`config.mk`:
```
export PLATFORM = sky130hd
export DESIGN_NAME = bb3_queue
export DESIGN_NICKNAME = d
export VERILOG_FILES = /design/src/rtl/core/bb3_pkg.sv /design/src/rtl/core/bb3_queue.sv
export SDC_FILE = /design/constraint.sdc
export NUM_CORES = 1
export LEC_CHECK = 0
export BUFFER_PORTS_ARGS = -buffer_cell sky130_fd_sc_hd__buf_2
export CAP_MARGIN = 40
export CORE_MARGIN = 2
export CORE_UTILIZATION = 30
export CTS_BUF_LIST = sky130_fd_sc_hd__clkbuf_4
export DETAILED_ROUTE_END_ITERATION = 10
export GPL_ROUTABILITY_DRIVEN = 0
export SLEW_MARGIN = 15
export SYNTH_ARGS = -nofsm -noshare
export SYNTH_HDL_FRONTEND = slang
export SYNTH_SLANG_ARGS = --single-unit
```
`constraint.sdc`:
```
create_clock -name clk_i -period 10.75 [get_ports clk_i]
set_input_delay 2.15 -clock clk_i [delete_from_list [all_inputs] [get_ports clk_i]]
set_output_delay 2.15 -clock clk_i [all_outputs]
set_load 0.01 [all_outputs]
```
`src/rtl/core/bb3_pkg.sv`:
```
package bb3_pkg;

  localparam int unsigned ChanW     = 8;
  localparam int unsigned PixW      = 3 * ChanW;
  localparam int unsigned FrameWW   = 11;
  localparam int unsigned FrameHW   = 12;
  localparam int unsigned RowW      = FrameHW + 1;   // row runs up to height+1 while flushing
  localparam int unsigned SumW      = 12;            // 9 * 255 plus rounding bias
  localparam int unsigned DivCntW   = 4;
  localparam int unsigned RecipSh   = 20;
  localparam int unsigned RecipW    = RecipSh + 1;
  localparam int unsigned ProdW     = SumW + RecipW;

  localparam logic [FrameWW-1:0] FrameWidthRst  = 11'd640;
  localparam logic [FrameHW-1:0] FrameHeightRst = 12'd480;

  // register index, taken from paddr[2]
  localparam logic RegFrameWidth  = 1'b0;
  localparam logic RegFrameHeight = 1'b1;

  typedef logic [PixW-1:0] pix_t;

  // window rows: 0 upper, 1 middle, 2 lower; columns: 0 oldest, 2 newest
  typedef struct packed {
    logic [8:0][PixW-1:0] win;
    logic                 skip_top;
    logic                 skip_bot;
    logic                 skip_left;
    logic                 skip_right;
    logic                 last;
  } job_t;

  typedef struct packed {
    logic full;
    logic empty;
  } q_stat_t;

  // ceil(2^20 / n): exact floor division for every dividend below 2^12
  function automatic logic [RecipW-1:0] recip(input logic [DivCntW-1:0] n);
    logic [RecipW-1:0] r;
    unique case (n)
      4'd2:    r = 21'd524288;
      4'd3:    r = 21'd349526;
      4'd4:    r = 21'd262144;
      4'd6:    r = 21'd174763;
      4'd9:    r = 21'd116509;
      default: r = 21'd1048576;
    endcase
    return r;
  endfunction

endpackage

```
`src/rtl/core/bb3_queue.sv`:
```
module bb3_queue (
  input  logic            clk_i,
  input  logic            rst_ni,
  input  logic            push_i,
  input  bb3_pkg::job_t   push_data_i,
  input  logic            pop_i,
  output bb3_pkg::job_t   head_o,
  output bb3_pkg::q_stat_t stat_o
);
  import bb3_pkg::*;

  job_t       mem_q [2];
  logic       wr_ptr_q;
  logic       rd_ptr_q;
  logic [1:0] count_q;

  assign head_o       = mem_q[rd_ptr_q];
  assign stat_o.full  = (count_q == 2'd2);
  assign stat_o.empty = (count_q == 2'd0);

  always_ff @(posedge clk_i or negedge rst_ni) begin
    if (!rst_ni) begin
      wr_ptr_q <= 1'b0;
      rd_ptr_q <= 1'b0;
      count_q  <= 2'd0;
    end else begin
      if (push_i) wr_ptr_q <= ~wr_ptr_q;
      if (pop_i)  rd_ptr_q <= ~rd_ptr_q;
      if (push_i && !pop_i) begin
        count_q <= count_q + 2'd1;
      end else if (pop_i && !push_i) begin
        count_q <= count_q - 2'd1;
      end
    end
  end

  always_ff @(posedge clk_i) begin
    if (push_i) mem_q[wr_ptr_q] <= push_data_i;
  end

endmodule

```
==> results by group <==
Die
  – Die Height: 241.5 um
  – Die ar.: 58,340 um2
  – CORE AREA: 56,060 um2
  – Io pins: 448
  – Rows: between 80 and 90
  – Starting density of the core: 0.3019
  – Chip width: 241.5 um

Layout
  – Fin area: 21,560 um2
  – Layout area overhead: 27.38%
  – FILL cells: approximately 5,200
  – Final Core Density: 0.3846
  – Final #Nets: 1,487
  – Layout cells sized above 1: 0.6487

STA
  – # setup viols final: 0
  – Worst relative slew slack: 0.4240
  – Final hold violations: 0
  – Slew @ Worst Pin: 0.8641 ns
  – FMAX: 195.3 MHz
  – Period utilization: 0.4762
  – Final Max Slew Viols: 0
  – RSZ-0062 raised after global routing: no
  – Worst clock skew: 0.04857 ns
  – Min Clock Period, post-route: about 5.1 ns
  – Setup_tns: 0 ns

Synth
  – Top_reg_cell synth: edfxtp_1
  – Synth area leaders: edfxtp_1 78%, mux2_4 16%, mux2_2 2.7%
  – Synth Instances: slightly above 700
  – Most instantiated cells after synthesis: 442 x edfxtp_1, 180 x mux2_4, 41 x mux2_2
  – Synth area leader: edfxtp_1
  – Post-synth EDFFs: 442
  – Unique masters post-synth: 15
  – Synth Net Count: 930
  – Most frequent cell after synthesis: edfxtp_1
  – Number of synthesized register bits: 446
  – Fraction of registers with async set/reset: 0.008969
  – Post-synthesis area per instance: 24.04 um2
  – Share of the synthesized area in the top cell type: 0.7842
  – Synth Cell Area: 16,930 um2
  – Seq/Total Area, Yosys: 0.7901
  – Synthesis Warnings: 0

Critical path
  – Crit Path Class: flip-flop to output port
  – Required @ worst endpoint: around 8.6 ns
  – Critical Path AT: just under 3 ns
  – Critical Path Fanout Max: 34
  – CP Capture Type: output port
  – Crit path launch type: flip-flop

Placement
  – DP Wirelength: between 20,000 and 25,000 um
  – Number of port buffers: 447
  – Placed Area: around 20,000 um2

Route
  – DRC: 0
  – Initial DRC count: 301
  – Antenna Violating Nets Remaining: 0
  – Total number of vias: 8,669
  – Wire per inst: between 15 and 20 um
  – Drt via density: 4.095
  – DRT Wirelength: 35,210 um
  – DR pass1 iterations: 4

CTS
  – Root buffer cell: clkbuf_4
  – Post-CTS Setup Inserts: 0
  – Clock slew at reported path FFs: 0.06 ns
  – CTS resizes: 0
  – Clk buf depth: 3
  – Clock sinks: 446
  – Post-cts hold buffer count: 0
  – CTS tree: done
  – H-tree Lvls: 3
  – Clk_lat worst skew: between 0.8 and 0.9 ns
  – TritonCTS Buffers: 118

Worst hold path
  – Tightest Hold Check Type: flip-flop to flip-flop

Outcome
  – Run status: finished, final reports clean

Power and ir drop
  – LEAKAGE: roughly 8.7 nW
  – Total Power: between 0.005 and 0.006 W
  – VDD IR-drop max: 0.1436 mV
  – PD cells: 259.5 nW/um2

Global route
  – First-pass GRT wire length: 52,960 um
  – GRT Util Overall: 0.1183
  – Initial antenna violation count: 9
  – Largest net degree at the start of global routing: 89
  – Vias in the first global route: 9,415
  – Total grt overflow: 0

Run
  – MaxCap Viol Count: 0
==> stage by stage <==
stage	hold WS, ns	setup slack, ns	std cells
final	0.4908	5.631	2117
after detailed placement	0.4767	6.091	1897
after global placement	0.4747	5.890	1892
after CTS	0.4897	5.409	2111
after global routing	0.5152	5.388	2116
after floorplan	0.4563	2.406	704
==> cell type report <==
class	count	area, um2	share of cell area
multi-input combinational	232	3257	0.1511
tap	756	945.9	0.04387
sequential	446	13380	0.6204
timing repair buffer	462	2462	0.1142
antenna	6	15.01	0.0006964
clock buffer	178	1336	0.06198
clock inverter	36	163.9	0.007602
inverter	1	3.754	0.0001741
==> critical path: stages, from the launching register on <==
cell     delay (ns)
dfrtp_4        0.79
buf_4          0.51
buf_16         0.30
mux2_4         0.32
buf_2          0.15
==> power by group <==
group / switching (W) / internal, W
registers: 0.000104 / 0.00230
logic: 0.000877 / 0.000881
clock network: 0.000673 / 0.000756
total: 0.00165 / 0.00394
==> cell usage in the layout, fill, tap and decap left out, types with 2 or more instances in the layout <==
cell type    n
diode_2      6
edfxtp_1   442
inv_6        2
buf_4        9
mux2_2      41
nor2_1       2
buf_2      447
clkinv_1    21
buf_16       5
dfrtp_1      3
clkbuf_4   178
xor2_1       4
inv_2        3
mux2_4     180
clkinv_2     8
==> layer usage <==
layer  vias to the layer above  global-route usage  wire (um)
met5                         -                   0         29
met4                         4             0.06156        839
met3                        63             0.05161       3299
met2                       375              0.1897      17050
met1                      4189              0.1337      13980
li1                       4038                   -          -
==> flip-flops by register name, indices dropped and copies added (netlist names) <==
register,count
count_q,2
mem_q,442
rd_ptr_q,1
wr_ptr_q,1
==> kinds of logic after synthesis <==
group,after synthesis,synth area share
DFF,446,0.7901
muxes,221,0.1869
buffers and inverters,26,0.01811
xor gates and xnor gates,5,0.002587
and+or+nand+nor,5,0.001553
adders and majority gates,1,0.0007391
==> worst paths after layout <==
path,start,to,slack [ns],cells past startpoint
hold reg to reg,count_q[1],count_q[1],0.49,1
max in group asynchronous,rst_ni,rd_ptr_q,9.45,1
setup / recovery,rd_ptr_q,head_o[85],5.63,4
min in group asynchronous,rst_ni,count_q[0],1.15,1
setup reg to reg,wr_ptr_q,mem_q[1][98],7.99,4
hold / removal,count_q[1],count_q[1],0.49,1
(Power assumes the default switching activity.)
