`src/rtl/core/bb3_pkg.sv`:
```
package bb3_pkg;

  localparam int unsigned ChanW     = 8;
  localparam int unsigned PixW      = 3 * ChanW;
  localparam int unsigned FrameWW   = 11;
  localparam int unsigned FrameHW   = 12;
  localparam int unsigned RowW      = FrameHW + 1;   // row runs up to height+1 while flushing
  localparam int unsigned SumW      = 12;            // 9 * 255 plus rounding bias
  localparam int unsigned DivCntW   = 4;
  localparam int unsigned RecipSh   = 20;
  localparam int unsigned RecipW    = RecipSh + 1;
  localparam int unsigned ProdW     = SumW + RecipW;

  localparam logic [FrameWW-1:0] FrameWidthRst  = 11'd640;
  localparam logic [FrameHW-1:0] FrameHeightRst = 12'd480;

  // register index, taken from paddr[2]
  localparam logic RegFrameWidth  = 1'b0;
  localparam logic RegFrameHeight = 1'b1;

  typedef logic [PixW-1:0] pix_t;

  // window rows: 0 upper, 1 middle, 2 lower; columns: 0 oldest, 2 newest
  typedef struct packed {
    logic [8:0][PixW-1:0] win;
    logic                 skip_top;
    logic                 skip_bot;
    logic                 skip_left;
    logic                 skip_right;
    logic                 last;
  } job_t;

  typedef struct packed {
    logic full;
    logic empty;
  } q_stat_t;

  // ceil(2^20 / n): exact floor division for every dividend below 2^12
  function automatic logic [RecipW-1:0] recip(input logic [DivCntW-1:0] n);
    logic [RecipW-1:0] r;
    unique case (n)
      4'd2:    r = 21'd524288;
      4'd3:    r = 21'd349526;
      4'd4:    r = 21'd262144;
      4'd6:    r = 21'd174763;
      4'd9:    r = 21'd116509;
      default: r = 21'd1048576;
    endcase
    return r;
  endfunction

endpackage

```
`src/rtl/core/bb3_back.sv`:
```
module bb3_back (
  input  logic                      clk_i,
  input  logic                      rst_ni,
  input  bb3_pkg::job_t             head_i,
  input  bb3_pkg::q_stat_t          q_stat_i,
  output logic                      pop_o,
  output logic                      out_valid_o,
  input  logic                      out_stall_i,
  output logic [bb3_pkg::ChanW-1:0] blue_out_o,
  output logic [bb3_pkg::ChanW-1:0] green_out_o,
  output logic [bb3_pkg::ChanW-1:0] red_out_o,
  output logic                      frame_end_o
);
  import bb3_pkg::*;

  logic                go;
  logic [SumW-1:0]     sum [3];
  logic [1:0]          rows, cols;
  logic [DivCntW-1:0]  n;

  logic                s_valid_q;
  logic [SumW-1:0]     s_sum_q [3];
  logic [DivCntW-1:0]  s_n_q;
  logic                s_last_q;

  logic [RecipW-1:0]   rcp;
  logic [ProdW-1:0]    prod [3];

  logic                out_valid_q;
  logic [ChanW-1:0]    out_q [3];
  logic                out_last_q;

  assign go    = !out_valid_q || !out_stall_i;
  assign pop_o = go && !q_stat_i.empty;

  // masked per-channel sums over the window
  always_comb begin
    logic inc;
    for (int ch = 0; ch < 3; ch++) sum[ch] = '0;
    for (int r = 0; r < 3; r++) begin
      for (int k = 0; k < 3; k++) begin
        inc = !((r == 0) && head_i.skip_top) && !((r == 2) && head_i.skip_bot) &&
              !((k == 0) && head_i.skip_left) && !((k == 2) && head_i.skip_right);
        for (int ch = 0; ch < 3; ch++) begin
          if (inc) sum[ch] = sum[ch] + SumW'(head_i.win[r*3+k][ch*ChanW +: ChanW]);
        end
      end
    end
  end

  assign rows = 2'd3 - {1'b0, head_i.skip_top} - {1'b0, head_i.skip_bot};
  assign cols = 2'd3 - {1'b0, head_i.skip_left} - {1'b0, head_i.skip_right};
  assign n    = DivCntW'(rows * cols);

  // round half up: (sum + n/2) / n via reciprocal
  assign rcp = recip(s_n_q);
  always_comb begin
    for (int ch = 0; ch < 3; ch++) begin
      prod[ch] = ProdW'(s_sum_q[ch] + SumW'(s_n_q >> 1)) * ProdW'(rcp);
    end
  end

  always_ff @(posedge clk_i or negedge rst_ni) begin
    if (!rst_ni) begin
      s_valid_q   <= 1'b0;
      out_valid_q <= 1'b0;
    end else if (go) begin
      s_valid_q   <= pop_o;
      out_valid_q <= s_valid_q;
    end
  end

  always_ff @(posedge clk_i) begin
    if (pop_o) begin
      s_sum_q  <= sum;
      s_n_q    <= n;
      s_last_q <= head_i.last;
    end
    if (go && s_valid_q) begin
      for (int ch = 0; ch < 3; ch++) out_q[ch] <= prod[ch][RecipSh +: ChanW];
      out_last_q <= s_last_q;
    end
  end

  assign out_valid_o = out_valid_q;
  assign blue_out_o  = out_q[0];
  assign green_out_o = out_q[1];
  assign red_out_o   = out_q[2];
  assign frame_end_o = out_last_q;

endmodule

```
`config.mk`:
```
export PLATFORM = sky130hd
export DESIGN_NAME = bb3_back
export DESIGN_NICKNAME = d
export VERILOG_FILES = /design/src/rtl/core/bb3_pkg.sv /design/src/rtl/core/bb3_back.sv
export SDC_FILE = /design/constraint.sdc
export NUM_CORES = 1
export LEC_CHECK = 0
export BUFFER_PORTS_ARGS = -buffer_cell sky130_fd_sc_hd__buf_2
export CAP_MARGIN = 20
export CORE_ASPECT_RATIO = 0.6
export CORE_MARGIN = 2
export CORE_UTILIZATION = 50
export CTS_CLUSTER_SIZE = 8
export DETAILED_ROUTE_END_ITERATION = 7
export PLACE_DENSITY = 0.72
export SKIP_LAST_GASP = 1
export SLEW_MARGIN = 20
export SYNTH_ARGS = -nofsm -noshare
export SYNTH_HDL_FRONTEND = slang
export SYNTH_SLANG_ARGS = --single-unit
```
`constraint.sdc`:
```
create_clock -name clk_i -period 9.7 [get_ports clk_i]
set_clock_uncertainty 0.2 [all_clocks]
set_input_delay 1.455 -clock clk_i [delete_from_list [all_inputs] [get_ports clk_i]]
set_output_delay 1.455 -clock clk_i [all_outputs]
set_load 0.005 [all_outputs]
```
==> results.cfg <==
[clocking]
clock_latency_ps = 380
cts-root-buf = clkbuf_16
h-tree-depth = 3
cts_sinks = 68
clockBufferDepth = 2
clk_pin_slew_worst_paths_ps = 60
cts_tree = yes
cts_buffers = 9
postCtsHoldBufs = 0

[critical_path]
r2r-end = out_q[0][7]
rrSetupSlack_ps = 1060
reg2regPathDepth = 26
critPathMaxFanout = 4
worstSetupPathType = in -> reg
critPathMaxStageDelay_ps = 480
cp-start-kind = input port
crit_top_cell = ha_4
cp_slowest_cell = or4b_4
endpoint_kind = flip-flop
r2r_start = s_n_q[1]
required_ps = 9620
cp_data_arrival_time_ps = 10340

[placed_design]
dp_hpwl_mm = 75.5
pre_cts_ws_ps = -840
place_area_um2 = 34000
routabilityCongestion = 1.00
io_buffers = 251
dp_cells = 4713

[hold_path]
whs_endpoint = frame_end_o
worstHoldStart = s_last_q
holdPathStages = 0
hold_class = reg -> reg

[cells_and_area]
design_area_um2 = 37000
area_growth_pct = 26.5
layout_commonest_cell = inv_1
stdcell_count = 4876
nets = 5130
final_cell_mix = inv_1, fa_1, buf_4
drive_gt1_share_pct = 26.2

[timing]
min_period_ps = 10420
fin_crit_sh_pct = 107
fmax_mhz = 96.0
finalSetupViolations = 6
tns_ps = -2340
hold_viol_final = 0
fin_ws_ps = -721
drv_slew = 0
worst_pin_slew_ps = 995
rsz0062_at_grt = yes
relSlewSlack_pct = 33.5

[floorplan]
core_area_um2 = 57700
die_w_um = 316
die-area_um2 = 60500
ioPinCount = 253
rows = 68
die_y_um = 191
start_util_pct = 50.7

[flow_run]
maxCapViolCount = 0

[global_routing]
gr-total-overflow = 0
grt_pass1_wl_mm = 141
grt_pass1_vias = 26100
globalRouteTotalUtil_pct = 30.1
antenna_found_initial = 39
grt_start_max_net_pins = 59

[pwr]
power_per_cell_area_nw_per_um2 = 216
irDropWorstVdd_v = 0.000201
p_leak_uw = 0.0184

[detailed_routing]
drc = 0
avgViaCountPerCell = 5.48
wire_per_inst_um = 19.5
ant_nets = 0
drt-total-wl_mm = 95.1
dr.pass1.iters = 6
drtIter0Drc = 2493
num_vias = 26700

[logic_synthesis]
synth_area_um2 = 29300
syn_inst = 3393
yosys.area.top_type = fa_1
ys.warnings.count = 0
synth_nets = 4460
synth_top_flop_cell = edfxtp_1
ys_ff_latch = 68
avgSynthCellArea_um2 = 8.62
ys_seq_area_share_pct = 6.95
async_reset_ff_share_pct = 2.94
netlist.area_leader.share_pct = 32.6
synth_edf_count = 66
synth_area_leaders = fa_1, ha_1, inv_1
ys_types = 84

[run_status]
violations = negative setup slack
status = finished with violations
==> state kept, by name (all words and copies together) (netlist names) <==
| register | cells |
|---|---|
| frame_end_o | 1 |
| out_q | 24 |
| out_valid_o | 1 |
| s_last_q | 1 |
| s_n_q | 4 |
| s_sum_q | 36 |
| s_valid_q | 1 |
==> logic make-up after synthesis <==
kind of cell / synth area share, %
xor gates and xnor gates: 7.19
DFF: 6.95
adders and majority gates: 48.3
muxes: 1.00
and+or+nand+nor: 13.6
buffers and inverters: 9.75
AOI/OAI and AO/OA: 13.3
==> per-stage QoR <==
step / total power, µW / hold WS (ps) / util [%]
after global placement: 6270 / 203 / 59.0
after global routing: 8750 / 230 / 64.1
after detailed placement: 6400 / 213 / 59.0
after floorplan: 4440 / 200 / -
final: 7990 / 229 / 64.1
after CTS: 7100 / 228 / 61.0
==> power by group <==
part           internal (µW)  total (µW)  switching, µW
Sequential               525         606           80.6
Clock                    226         385            158
Combinational           3350        7000           3660
==> how the worst max path moves through the flow <==
stage | from | end | slack [ps] | cells past startpoint
final | head_i[4] | s_sum_q[22] | -720 | 49
after global routing | head_i[4] | s_sum_q[22] | -890 | 49
after CTS | head_i[2] | s_sum_q[22] | -10 | 53
after detailed placement | head_i[4] | s_sum_q[22] | -840 | 50
after global placement | head_i[4] | s_sum_q[22] | -490 | 49
after floorplan | head_i[4] | s_sum_q[22] | 9 | 44
==> synth_stat cells (55+ instances only) <==
cell type,number
o21ai_0,111
a21o_1,64
a21oi_1,191
nor2b_1,55
nor2_1,353
ha_1,364
xor2_1,74
inv_1,693
nand2_1,209
fa_1,477
edfxtp_1,66
xnor2_1,151
==> per-layer routing <==
metal | track usage [%] | vias to the layer above | wire, µm
met5 | 0 | - | 69
met4 | 6.91 | 10 | 3190
met3 | 11.4 | 221 | 12300
li1 | - | 12300 | -
met1 | 44.0 | 12800 | 41200
met2 | 41.9 | 1366 | 38300
==> critical path, delay by kind of cell <==
family	cells	cell delay, ps
xor gates and xnor gates	5	740
AOI/OAI and AO/OA	17	2750
muxes	1	340
and+or+nand+nor	10	1630
buffers and inverters	7	690
adders and majority gates	9	2700
==> area by class of cell <==
type	instances	area (µm²)
Multi-Input combinational cell	2567	26100
Fill cell	4590	20700
Timing Repair Buffer	723	4880
Inverter	694	2610
Sequential cell	68	2030
Tap cell	770	963
Clock buffer	9	225
Clock inverter	7	98.8
Antenna cell	38	95.1
==> timing repair <==
action,CTS,global route
setup endpoints to repair,12,19
pin swaps,65,169
buffers inserted,48,63
resized for setup,105,262
endpoints found under the hold margin,0,0
(Power assumes the default switching activity.)
